--- src/rtl/core/paged_memory_address_mapper_assert.svh ---
// assertion macros for the paged memory address mapper
// used by the top level; expects clk and rst_n in scope at the point of use
`ifndef PAGED_MEMORY_ADDRESS_MAPPER_ASSERT_SVH
`define PAGED_MEMORY_ADDRESS_MAPPER_ASSERT_SVH

`ifndef SYNTHESIS

// antecedent implies consequent in the same cycle
`define PMAM_ASSERT_SAME(label, ante, cons) \
    label: assert property (@(posedge clk) disable iff (!rst_n) (ante) |-> (cons)) \
        else $error("pmam same-cycle check failed");

// antecedent implies consequent in the next cycle
`define PMAM_ASSERT_NEXT(label, ante, cons) \
    label: assert property (@(posedge clk) disable iff (!rst_n) (ante) |=> (cons)) \
        else $error("pmam next-cycle check failed");

`else

`define PMAM_ASSERT_SAME(label, ante, cons)
`define PMAM_ASSERT_NEXT(label, ante, cons)

`endif

`endif

--- src/rtl/core/pmam_pkg.sv ---
// shared types and constants for the paged memory address mapper
// no dependencies; imported by pmam_xlate and the top level
package pmam_pkg;

    localparam int ADDR_W      = 16;
    localparam int PHYS_W      = 20;
    localparam int DATA_W      = 8;
    localparam int SIZE_W      = 5;
    localparam int UNIT_SHIFT  = 15;   // 32 KB ram units
    localparam int PAGE_NUM_W  = 7;    // physical 8 KB page number
    localparam int OFFSET_W    = 13;   // offset within an 8 KB window

    localparam logic [SIZE_W-1:0] RAM_SIZE_RESET = 5'd2;

    typedef enum logic [1:0] {
        REQ_PAGE  = 2'd0,
        REQ_READ  = 2'd1,
        REQ_WRITE = 2'd2
    } req_t;

    typedef struct packed {
        logic       all_ram;
        logic [2:0] rom_page;
        logic [3:0] ram_page;
    } page_cfg_t;

endpackage

--- src/rtl/core/pmam_xlate.sv ---
// logical to physical address translation for the paged mapper
// depends on pmam_pkg (page_cfg_t, widths)
module pmam_xlate (
    input  logic [15:0]           cpu_address,
    input  pmam_pkg::page_cfg_t   page_cfg,
    output logic                  is_ram,
    output logic [19:0]           phys_address
);
    import pmam_pkg::*;

    logic [2:0]            win;
    logic [2:0]            top_page;
    logic [OFFSET_W-1:0]   off;
    logic [PAGE_NUM_W-1:0] page_num;
    logic [PAGE_NUM_W-1:0] rp_x6;
    logic [PAGE_NUM_W-1:0] rp_x4;
    logic [3:0]            rom_sel;

    always_comb
    begin
        win      = cpu_address[15:13];
        off      = cpu_address[OFFSET_W-1:0];
        top_page = ~win;
        // ram page step in 8 KB units: 6 in all-ram mode, 4 in rom mode
        rp_x4    = {1'b0, page_cfg.ram_page, 2'b00};
        rp_x6    = rp_x4 + {2'b00, page_cfg.ram_page, 1'b0};
        rom_sel  = {1'b0, page_cfg.rom_page} + 4'd1;

        is_ram = page_cfg.all_ram || (cpu_address[15:14] != 2'b00);

        if (cpu_address[15:14] == 2'b11)
        begin
            page_num = {4'b0000, top_page};
        end
        else if (page_cfg.all_ram)
        begin
            page_num = {4'b0000, top_page} + rp_x6;
        end
        else if (win == 3'd0)
        begin
            page_num = '0;
        end
        else if (win == 3'd1)
        begin
            page_num = {3'b000, rom_sel};
        end
        else
        begin
            page_num = {4'b0000, top_page} + rp_x4;
        end

        phys_address = {page_num, off};
    end

endmodule

--- src/rtl/core/paged_memory_address_mapper.sv ---
// paged memory address mapper: page register plus cpu address translation
// depends on pmam_pkg, pmam_xlate and paged_memory_address_mapper_assert.svh
// 2 register stages, input then result: an accepted word moves on to the result register once that is free
// throughput one word per cycle while out_stall is low; a page write takes effect for the very next word
// async active-low reset: pipeline empty, ram size 2 units, rom mode, both pages 0
`include "paged_memory_address_mapper_assert.svh"

module paged_memory_address_mapper (
    input  logic        clk,
    input  logic        rst_n,

    // configuration: installed ram size in 32 KB units
    input  logic        cfg_wr_en,
    input  logic [4:0]  cfg_wr_data,

    // request channel
    input  logic        in_valid,
    output logic        in_stall,
    input  logic [1:0]  req_type,
    input  logic [15:0] cpu_address,
    input  logic [7:0]  write_data,

    // result channel
    output logic        out_valid,
    input  logic        out_stall,
    output logic        is_ram,
    output logic [19:0] phys_address,
    output logic        access_ok,
    output logic [7:0]  mem_wdata
);
    import pmam_pkg::*;

    // ram size register
    logic [SIZE_W-1:0]  ram_size_reg;

    // page register state
    page_cfg_t          page_reg;
    page_cfg_t          page_next;

    // input stage
    logic               s1_valid_reg;
    logic [1:0]         s1_req_reg;
    logic [ADDR_W-1:0]  s1_addr_reg;
    logic [DATA_W-1:0]  s1_data_reg;

    // result stage
    logic               out_valid_reg;
    logic               is_ram_reg;
    logic [PHYS_W-1:0]  phys_reg;
    logic               ok_reg;
    logic [DATA_W-1:0]  wdata_reg;

    logic               is_ram_next;
    logic [PHYS_W-1:0]  phys_next;
    logic               ok_next;
    logic [DATA_W-1:0]  wdata_next;

    // translation outputs
    logic               xl_is_ram;
    logic [PHYS_W-1:0]  xl_phys;
    logic [PHYS_W-1:0]  ram_limit;

    // handshake
    logic               out_adv;
    logic               s1_move;
    logic               in_take;
    logic               s1_page_move;

    // result register frees when empty or being taken
    assign out_adv  = !out_valid_reg || !out_stall;
    assign s1_move  = s1_valid_reg && out_adv;
    // input register frees when empty or moving forward this cycle
    assign in_stall = s1_valid_reg && !out_adv;
    assign in_take  = in_valid && !in_stall;
    // a page write leaving the input stage
    assign s1_page_move = s1_move && (s1_req_reg == REQ_PAGE);

    // translate against the page state current for the word in the input stage
    pmam_xlate u_xlate (
        .cpu_address  (s1_addr_reg),
        .page_cfg     (page_reg),
        .is_ram       (xl_is_ram),
        .phys_address (xl_phys)
    );

    // ram present below ram_size * 32 KB
    assign ram_limit = {ram_size_reg, {UNIT_SHIFT{1'b0}}};

    always_comb
    begin
        page_next   = page_reg;
        is_ram_next = 1'b0;
        phys_next   = '0;
        ok_next     = 1'b0;
        wdata_next  = '0;

        case (s1_req_reg)
            REQ_PAGE:
            begin
                page_next.all_ram  = s1_data_reg[7];
                page_next.rom_page = s1_data_reg[6:4];
                page_next.ram_page = s1_data_reg[3:0];
                ok_next            = 1'b1;
            end
            REQ_READ, REQ_WRITE:
            begin
                is_ram_next = xl_is_ram;
                phys_next   = xl_phys;
                if (xl_is_ram)
                begin
                    ok_next = (xl_phys < ram_limit);
                end
                else
                begin
                    // rom reads always go, rom writes are refused
                    ok_next = (s1_req_reg == REQ_READ);
                end
                if ((s1_req_reg == REQ_WRITE) && ok_next)
                begin
                    wdata_next = s1_data_reg;
                end
            end
            default:
            begin
                // unused request code: all-zero result, no state change
                ok_next = 1'b0;
            end
        endcase
    end

    // control state
    always_ff @(posedge clk or negedge rst_n)
    begin
        if (!rst_n)
        begin
            ram_size_reg  <= RAM_SIZE_RESET;
            page_reg      <= '0;
            s1_valid_reg  <= 1'b0;
            out_valid_reg <= 1'b0;
        end
        else
        begin
            if (cfg_wr_en)
            begin
                ram_size_reg <= cfg_wr_data;
            end
            if (s1_move)
            begin
                page_reg <= page_next;
            end
            if (in_take)
            begin
                s1_valid_reg <= 1'b1;
            end
            else if (s1_move)
            begin
                s1_valid_reg <= 1'b0;
            end
            if (out_adv)
            begin
                out_valid_reg <= s1_valid_reg;
            end
        end
    end

    // payload, no reset
    always_ff @(posedge clk)
    begin
        if (in_take)
        begin
            s1_req_reg  <= req_type;
            s1_addr_reg <= cpu_address;
            s1_data_reg <= write_data;
        end
        if (s1_move)
        begin
            is_ram_reg <= is_ram_next;
            phys_reg   <= phys_next;
            ok_reg     <= ok_next;
            wdata_reg  <= wdata_next;
        end
    end

    assign out_valid    = out_valid_reg;
    assign is_ram       = is_ram_reg;
    assign phys_address = phys_reg;
    assign access_ok    = ok_reg;
    assign mem_wdata    = wdata_reg;

    // checks

    // the input side only stalls while the input stage holds a word
    `PMAM_ASSERT_SAME(a_stall_needs_s1, in_stall, s1_valid_reg)

    // a nonzero store byte only leaves with a granted access
    `PMAM_ASSERT_SAME(a_wdata_needs_ok, out_valid_reg && (mem_wdata != 8'd0), access_ok)

    // a page write that moves forward loads the page register from its data word
    `PMAM_ASSERT_NEXT(a_page_load, s1_page_move, page_reg == $past(s1_data_reg))

endmodule
--- config.mk ---
export PLATFORM = sky130hd
export DESIGN_NAME = paged_memory_address_mapper
export DESIGN_NICKNAME = d
export VERILOG_FILES = /design/src/rtl/core/pmam_pkg.sv /design/src/rtl/core/pmam_xlate.sv /design/src/rtl/core/paged_memory_address_mapper.sv
export VERILOG_INCLUDE_DIRS = /design/src /design/src/rtl/core
export SDC_FILE = /design/constraint.sdc
export NUM_CORES = 1
export LEC_CHECK = 0
export BUFFER_PORTS_ARGS = -buffer_cell sky130_fd_sc_hd__buf_2
export CAP_MARGIN = 20
export CORE_MARGIN = 4
export CORE_UTILIZATION = 50
export CTS_CLUSTER_DIAMETER = 200
export DETAILED_ROUTE_END_ITERATION = 8
export GPL_TIMING_DRIVEN = 0
export PLACE_DENSITY = 0.77
export SYNTH_ARGS = -nofsm -noshare
export SYNTH_HDL_FRONTEND = slang
export SYNTH_SLANG_ARGS = --single-unit
--- constraint.sdc ---
create_clock -name clk -period 6 [get_ports clk]
set_input_delay 1.2 -clock clk [delete_from_list [all_inputs] [get_ports clk]]
set_output_delay 1.2 -clock clk [all_outputs]
set_load 0.01 [all_outputs]
### Word level (Yosys, flattened, before mapping)

Index checks and enable logic that the tools add are counted.

* word-level logic and storage cells: 49
* flip-flop bits (word level): 71
* bits of input ports: 36

* mux-type cells: 9
* bitwise logic cells: 1
* reductions and logical operators: 17
* equality and inequality tests: 4
* add/sub/neg operators: 4
* order comparisons: 1

Operator list (number)
* $mux 7: 4
* $lt 20x20->1: 1
* $add 3x6->7: 1
* $add 3x7->7: 1
* $add 6x5->7: 1
* $add 3x1->4 const B: 1
* $eq 2x2->1 const B: 2
* $logic_and 1x1->1: 4
* $logic_not 1->1: 4
* $mux 1: 4
* $reduce_and 2->1: 2
* $reduce_bool 2->1: 2
* $eq 3x1->1 const B: 1
* $logic_not 3->1: 1
* $not 3->3: 1
* $eq 2x1->1 const B: 1
* $logic_not 2->1: 1
* $logic_or 1x1->1: 2
* $pmux 1 s2: 1
* $reduce_or 2->1: 1

### Longest topological paths before layout

* word-level depth: 11
* depth in mapped cells: 14

### Cells and area by module

Synthesis repeated with hierarchy kept, for this count alone.

* cell total of the unflattened synthesis: 228
* area total of the unflattened synthesis: 3218.1 um^2

Modules (own cells, without submodules)
* paged_memory_address_mapper: times used 1, area an instance 2652.5 um^2, sequential area each 2058.2 um^2, cells an instance 155
* pmam_xlate: times used 1, area an instance 565.5 um^2, sequential area each 0.0 um^2, cells an instance 73

### Worst setup path after synthesis

OpenSTA, ideal clock, no wires.

* kind: reg2reg
* start: reg s1_addr_reg[15]
* end: reg wdata_reg[0] (netlist: mem_wdata[0]) (data pin)
* path slack: 2770 ps
* setup time: 168 ps
* clock period less this slack: 3230 ps
* data arrival time: 3061 ps
* stages on the path, launching flop included: 14
* path buffers: 0
* path through: edfxtp_1 inv_1 fa_1 ha_1 fa_1 xor2_1 a21oi_1 nor2_1 ha_1 a21oi_1 nor2_1 a211oi_4 o21ai_4 a211oi_1

* cells in the longest elaborated chain, start to end: 11
* elaborated cells between the ends (all ways): 17
* those cells by class: add/sub (2); order compare (1); eq/ne (2); mux (6); bitwise (1); reduce/logical (5)

Ends and longest elaborated chain
* start: declaration: line paged_memory_address_mapper.sv:43 `logic [ADDR_W-1:0] s1_addr_reg;`
* start signal: assignment: line paged_memory_address_mapper.sv:172 `s1_addr_reg <= cpu_address;`
* $not 3->3: line pmam_xlate.sv:23 `top_page = ~win;`
* $add 3x6->7: line pmam_xlate.sv:49 `page_num = {4'b0000, top_page} + rp_x4;`
* $mux 7: line pmam_xlate.sv:43 `else if (win == 3'd1)`
* $mux 7: line pmam_xlate.sv:39 `else if (win == 3'd0)`
* $mux 7: line pmam_xlate.sv:35 `else if (page_cfg.all_ram)`
* $mux 7 *: line pmam_xlate.sv:31 `if (cpu_address[15:14] == 2'b11)`
* net u_xlate.page_num[4]: line pmam_xlate.sv:14 `logic [PAGE_NUM_W-1:0] page_num;`
* $lt 20x20->1 *: line paged_memory_address_mapper.sv:111 `ok_next = (xl_phys < ram_limit);`
* $mux 1 *: line paged_memory_address_mapper.sv:109 `if (xl_is_ram)`
* $mux 1 *: line paged_memory_address_mapper.sv:97 `case (s1_req_reg)`
* $logic_and 1x1->1 *: line paged_memory_address_mapper.sv:118 `if ((s1_req_reg == REQ_WRITE) && ok_next)`
* $reduce_and 2->1 (no line) *
* end signal: assignment: line paged_memory_address_mapper.sv:180 `wdata_reg <= wdata_next;`
* end: declaration: line paged_memory_address_mapper.sv:51 `logic [DATA_W-1:0] wdata_reg;`

The timed path passes the listed nets; every way through them passes the cells marked *. The select of a mux whose other input is x is not followed.
A chain may end at the register's enable or synchronous reset.

### Worst setup path after layout

* start: reg s1_addr_reg[15]
* end: reg wdata_reg[2] (netlist: mem_wdata[2]) (data pin)

The elaborated chain is that of the path after synthesis.

==> out/metrics.cfg <==
[run_status]
status=finished, final reports clean

[floorplanning]
core-area_um2=5960
ioPinCount=68
chipWidth_um=86.5
die_h_um=86.5
initial_core_util_pct=51.8
core.rowCount=28
die_area_um2=7490

[setup_path]
start_kind=flip-flop
path_buf_inv=1
crit_fanout=8
cp_top_family=adder cells
crit_type=flip-flop to flip-flop
endpoint_kind=flip-flop
path_cells=inv_1 > fa_1 > ha_1 > fa_1 > xor2_1 > a21oi_1 > nor2_1 > ha_1 > a21oi_1 > nor2_1 > a211oi_4 > o21ai_4 > a211oi_1
cpPeakStageDelay_ns=0.46
cp_slowest_cell=edfxtp_1
critical_path_arrival_ns=3.75
crit_required_ns=6.17

[synth]
ys.warnings.count=0
synth_area_leaders=edfxtp_1 (55%), dfrtp_1 (11%), ha_1 (7.3%)
synth-seq-cells=71
synth_top_area_share_pct=54.5
synth_cells=226
yosysSeqAreaShare_pct=66.8
synth_area_leader_cell=edfxtp_1
avgSynthCellArea_um2=13.6
synthesis.nets=282
synth.distinct_cells=37
syn_area_um2=3080

[pwr]
combPwrFrac_pct=19.2
p_switching_uw=362
seqPwrFrac_pct=45.8
power.clock.fraction_pct=35.0
ir_drop_mv=0.237
cellInternalPower_uw=982
p_sw_share_pct=26.9
p_leak_uw=0.00165
p_per_area_nw_per_um2=352
total_power_uw=1340

[global_route]
overflow=0
antenna_found_initial=0
grt.total_usage_pct=16.1
grt_pass1_wl_mm=9.11
grt_max_degree=27
grt_pass1_vias=1976

[route]
drt_first_pass_iters=4
viasPerCell=4.94
drt-initial-drc-count=101
routedWlPerCell_um=13.9
routed_wirelength_mm=5.35
num_vias=1901
drc=0
ant_nets=0

[timing]
fin_worst_skew_ns=0.00867
min_period_ns=3.58
setup_viol=0
fin_setup_tns_ns=0
hold_violations=0
rsz0062_at_grt=no
max_freq_mhz=279
maxSlewViolCount=0
fin_crit_sh_pct=59.6
holdWs_ns=0.490
tightest_slew_ns=0.742
slew_headroom_pct=50.5

[placement]
port_buffers=66
dp_hpwl_mm=4.07
routabilityCongestion=0.820
placed_cells=368

[cts]
tritoncts=yes
clock_sinks=71
clk_pin_slew_worst_paths_ns=0.08
cts_resized=0
cts_buffer_depth=2
cts_buffers=9
clock_latency_ns=0.35
hold_buffers=0
post-cts-setup-buffers=0
htree_levels=3
cts_root_buf=clkbuf_8

[final_layout]
largest_reg_flops=20
fin_cells=385
area.growth.synth_to_final_pct=23.7
num_antenna_cells=0
nNetsFinal=361
drive_gt1_share_pct=30.3

[worst_hold_path]
hold_path.class=flip-flop to flip-flop

[job]
drv_cap=0

==> cells by family after synthesis <==
logic type	Yosys count	synth area share, %
DFF	71	66.8
and+or+nand+nor	60	9.74
AOI/OAI and AO/OA	42	9.54
buffers and inverters	26	3.25
adders and majority gates	20	8.60
xor gates and xnor gates	5	1.42
muxes	2	0.690
==> power groups by stage <==
| stage | combinational [uW] | clock (uW) | sequential (uW) |
|---|---|---|---|
| floorplan | 166 | 0 | 634 |
| global placement | 245 | 0 | 626 |
| detailed placement | 255 | 0 | 627 |
| CTS | 258 | 479 | 617 |
| global route | 296 | 497 | 623 |
| finish | 258 | 470 | 616 |
==> layout make-up <==
cell class                 count  area (um^2)
fill                         470         2140
clock inverter                 7          128
multi-input combinational    129          925
inverter                      20         75.1
buffer                         6         25.0
tap                           75         93.8
timing repair buffer          68          385
clock buffer                   9          124
sequential                    71         2060
==> worst reg2reg max path, stage by stage, from the launching register on <==
cell and delay [ns]:
edfxtp_1 0.46, inv_1 0.20, fa_1 0.44, ha_1 0.24, fa_1 0.41, xor2_1 0.16, a21oi_1 0.20, nor2_1 0.07
ha_1 0.30, a21oi_1 0.15, nor2_1 0.08, a211oi_4 0.27, o21ai_4 0.15, a211oi_1 0.28
==> cells in the mapped netlist <==
cell      instances
a211oi_1         10
a211oi_4          1
a21o_1            1
a21oi_1           5
a311oi_2          1
a31oi_1           1
and2_1           17
buf_2             2
clkbuf_1          4
dfrtp_1          14
dfstp_2           1
edfxtp_1         56
fa_1              2
ha_1             18
inv_1            20
mux2_2            1
mux2i_1           1
nand2_1          18
nand2b_1          3
nand3_1           1
nand4_1           2
nor2_1           11
nor2_2            1
nor2b_1           1
nor3_1            3
nor4b_1           1
o211ai_1          3
o21a_1            1
o21ai_0          15
o21ai_1           1
o21ai_4           1
o311ai_1          1
o31a_2            1
or2_2             1
or3_1             1
xnor2_1           2
xor2_1            3
==> through the flow <==
step / setup WS [ns] / cell area [um^2] / utilization, %
4_1_cts: 2.40 / 3790 / 63.6
3_3_place_gp: 2.45 / 3510 / 58.9
6_report: 2.42 / 3810 / 64.0
3_5_place_dp: 2.44 / 3530 / 59.3
5_1_grt: 2.12 / 3810 / 64.0
2_1_floorplan: 2.77 / 3080 / -
==> metal layers <==
metal  track usage [%]  vias to the layer above  wire length [um]
met5                 0                        -                 0
met4              9.07                        0               116
met3              3.61                        9               240
met2              26.2                       47              2720
met1              19.9                      882              2270
li1                  -                      963                 -
==> cell usage in the layout, fill, tap and decap left out, drive strengths merged, types with 11 or more instances in the layout <==
master / n
a211oi: 11
and2: 17
buf: 70
clkbuf: 13
dfrtp: 14
edfxtp: 56
ha: 18
inv: 22
nand2: 18
nor2: 12
o21ai: 17
==> path summary, 6_finish.rpt <==
kind                       cells after the start               to             from  slack (ns)
min in group asynchronous                      1      page_reg[6]            rst_n        0.74
max                                           13     mem_wdata[2]  s1_addr_reg[15]        2.42
max reg2reg                                   13     mem_wdata[2]  s1_addr_reg[15]        2.42
min reg2reg                                    1        out_valid     s1_valid_reg        0.49
min                                            1        out_valid     s1_valid_reg        0.49
max in group asynchronous                      1  ram_size_reg[1]            rst_n        4.96
No activity file was read; power rests on OpenSTA's default activity.
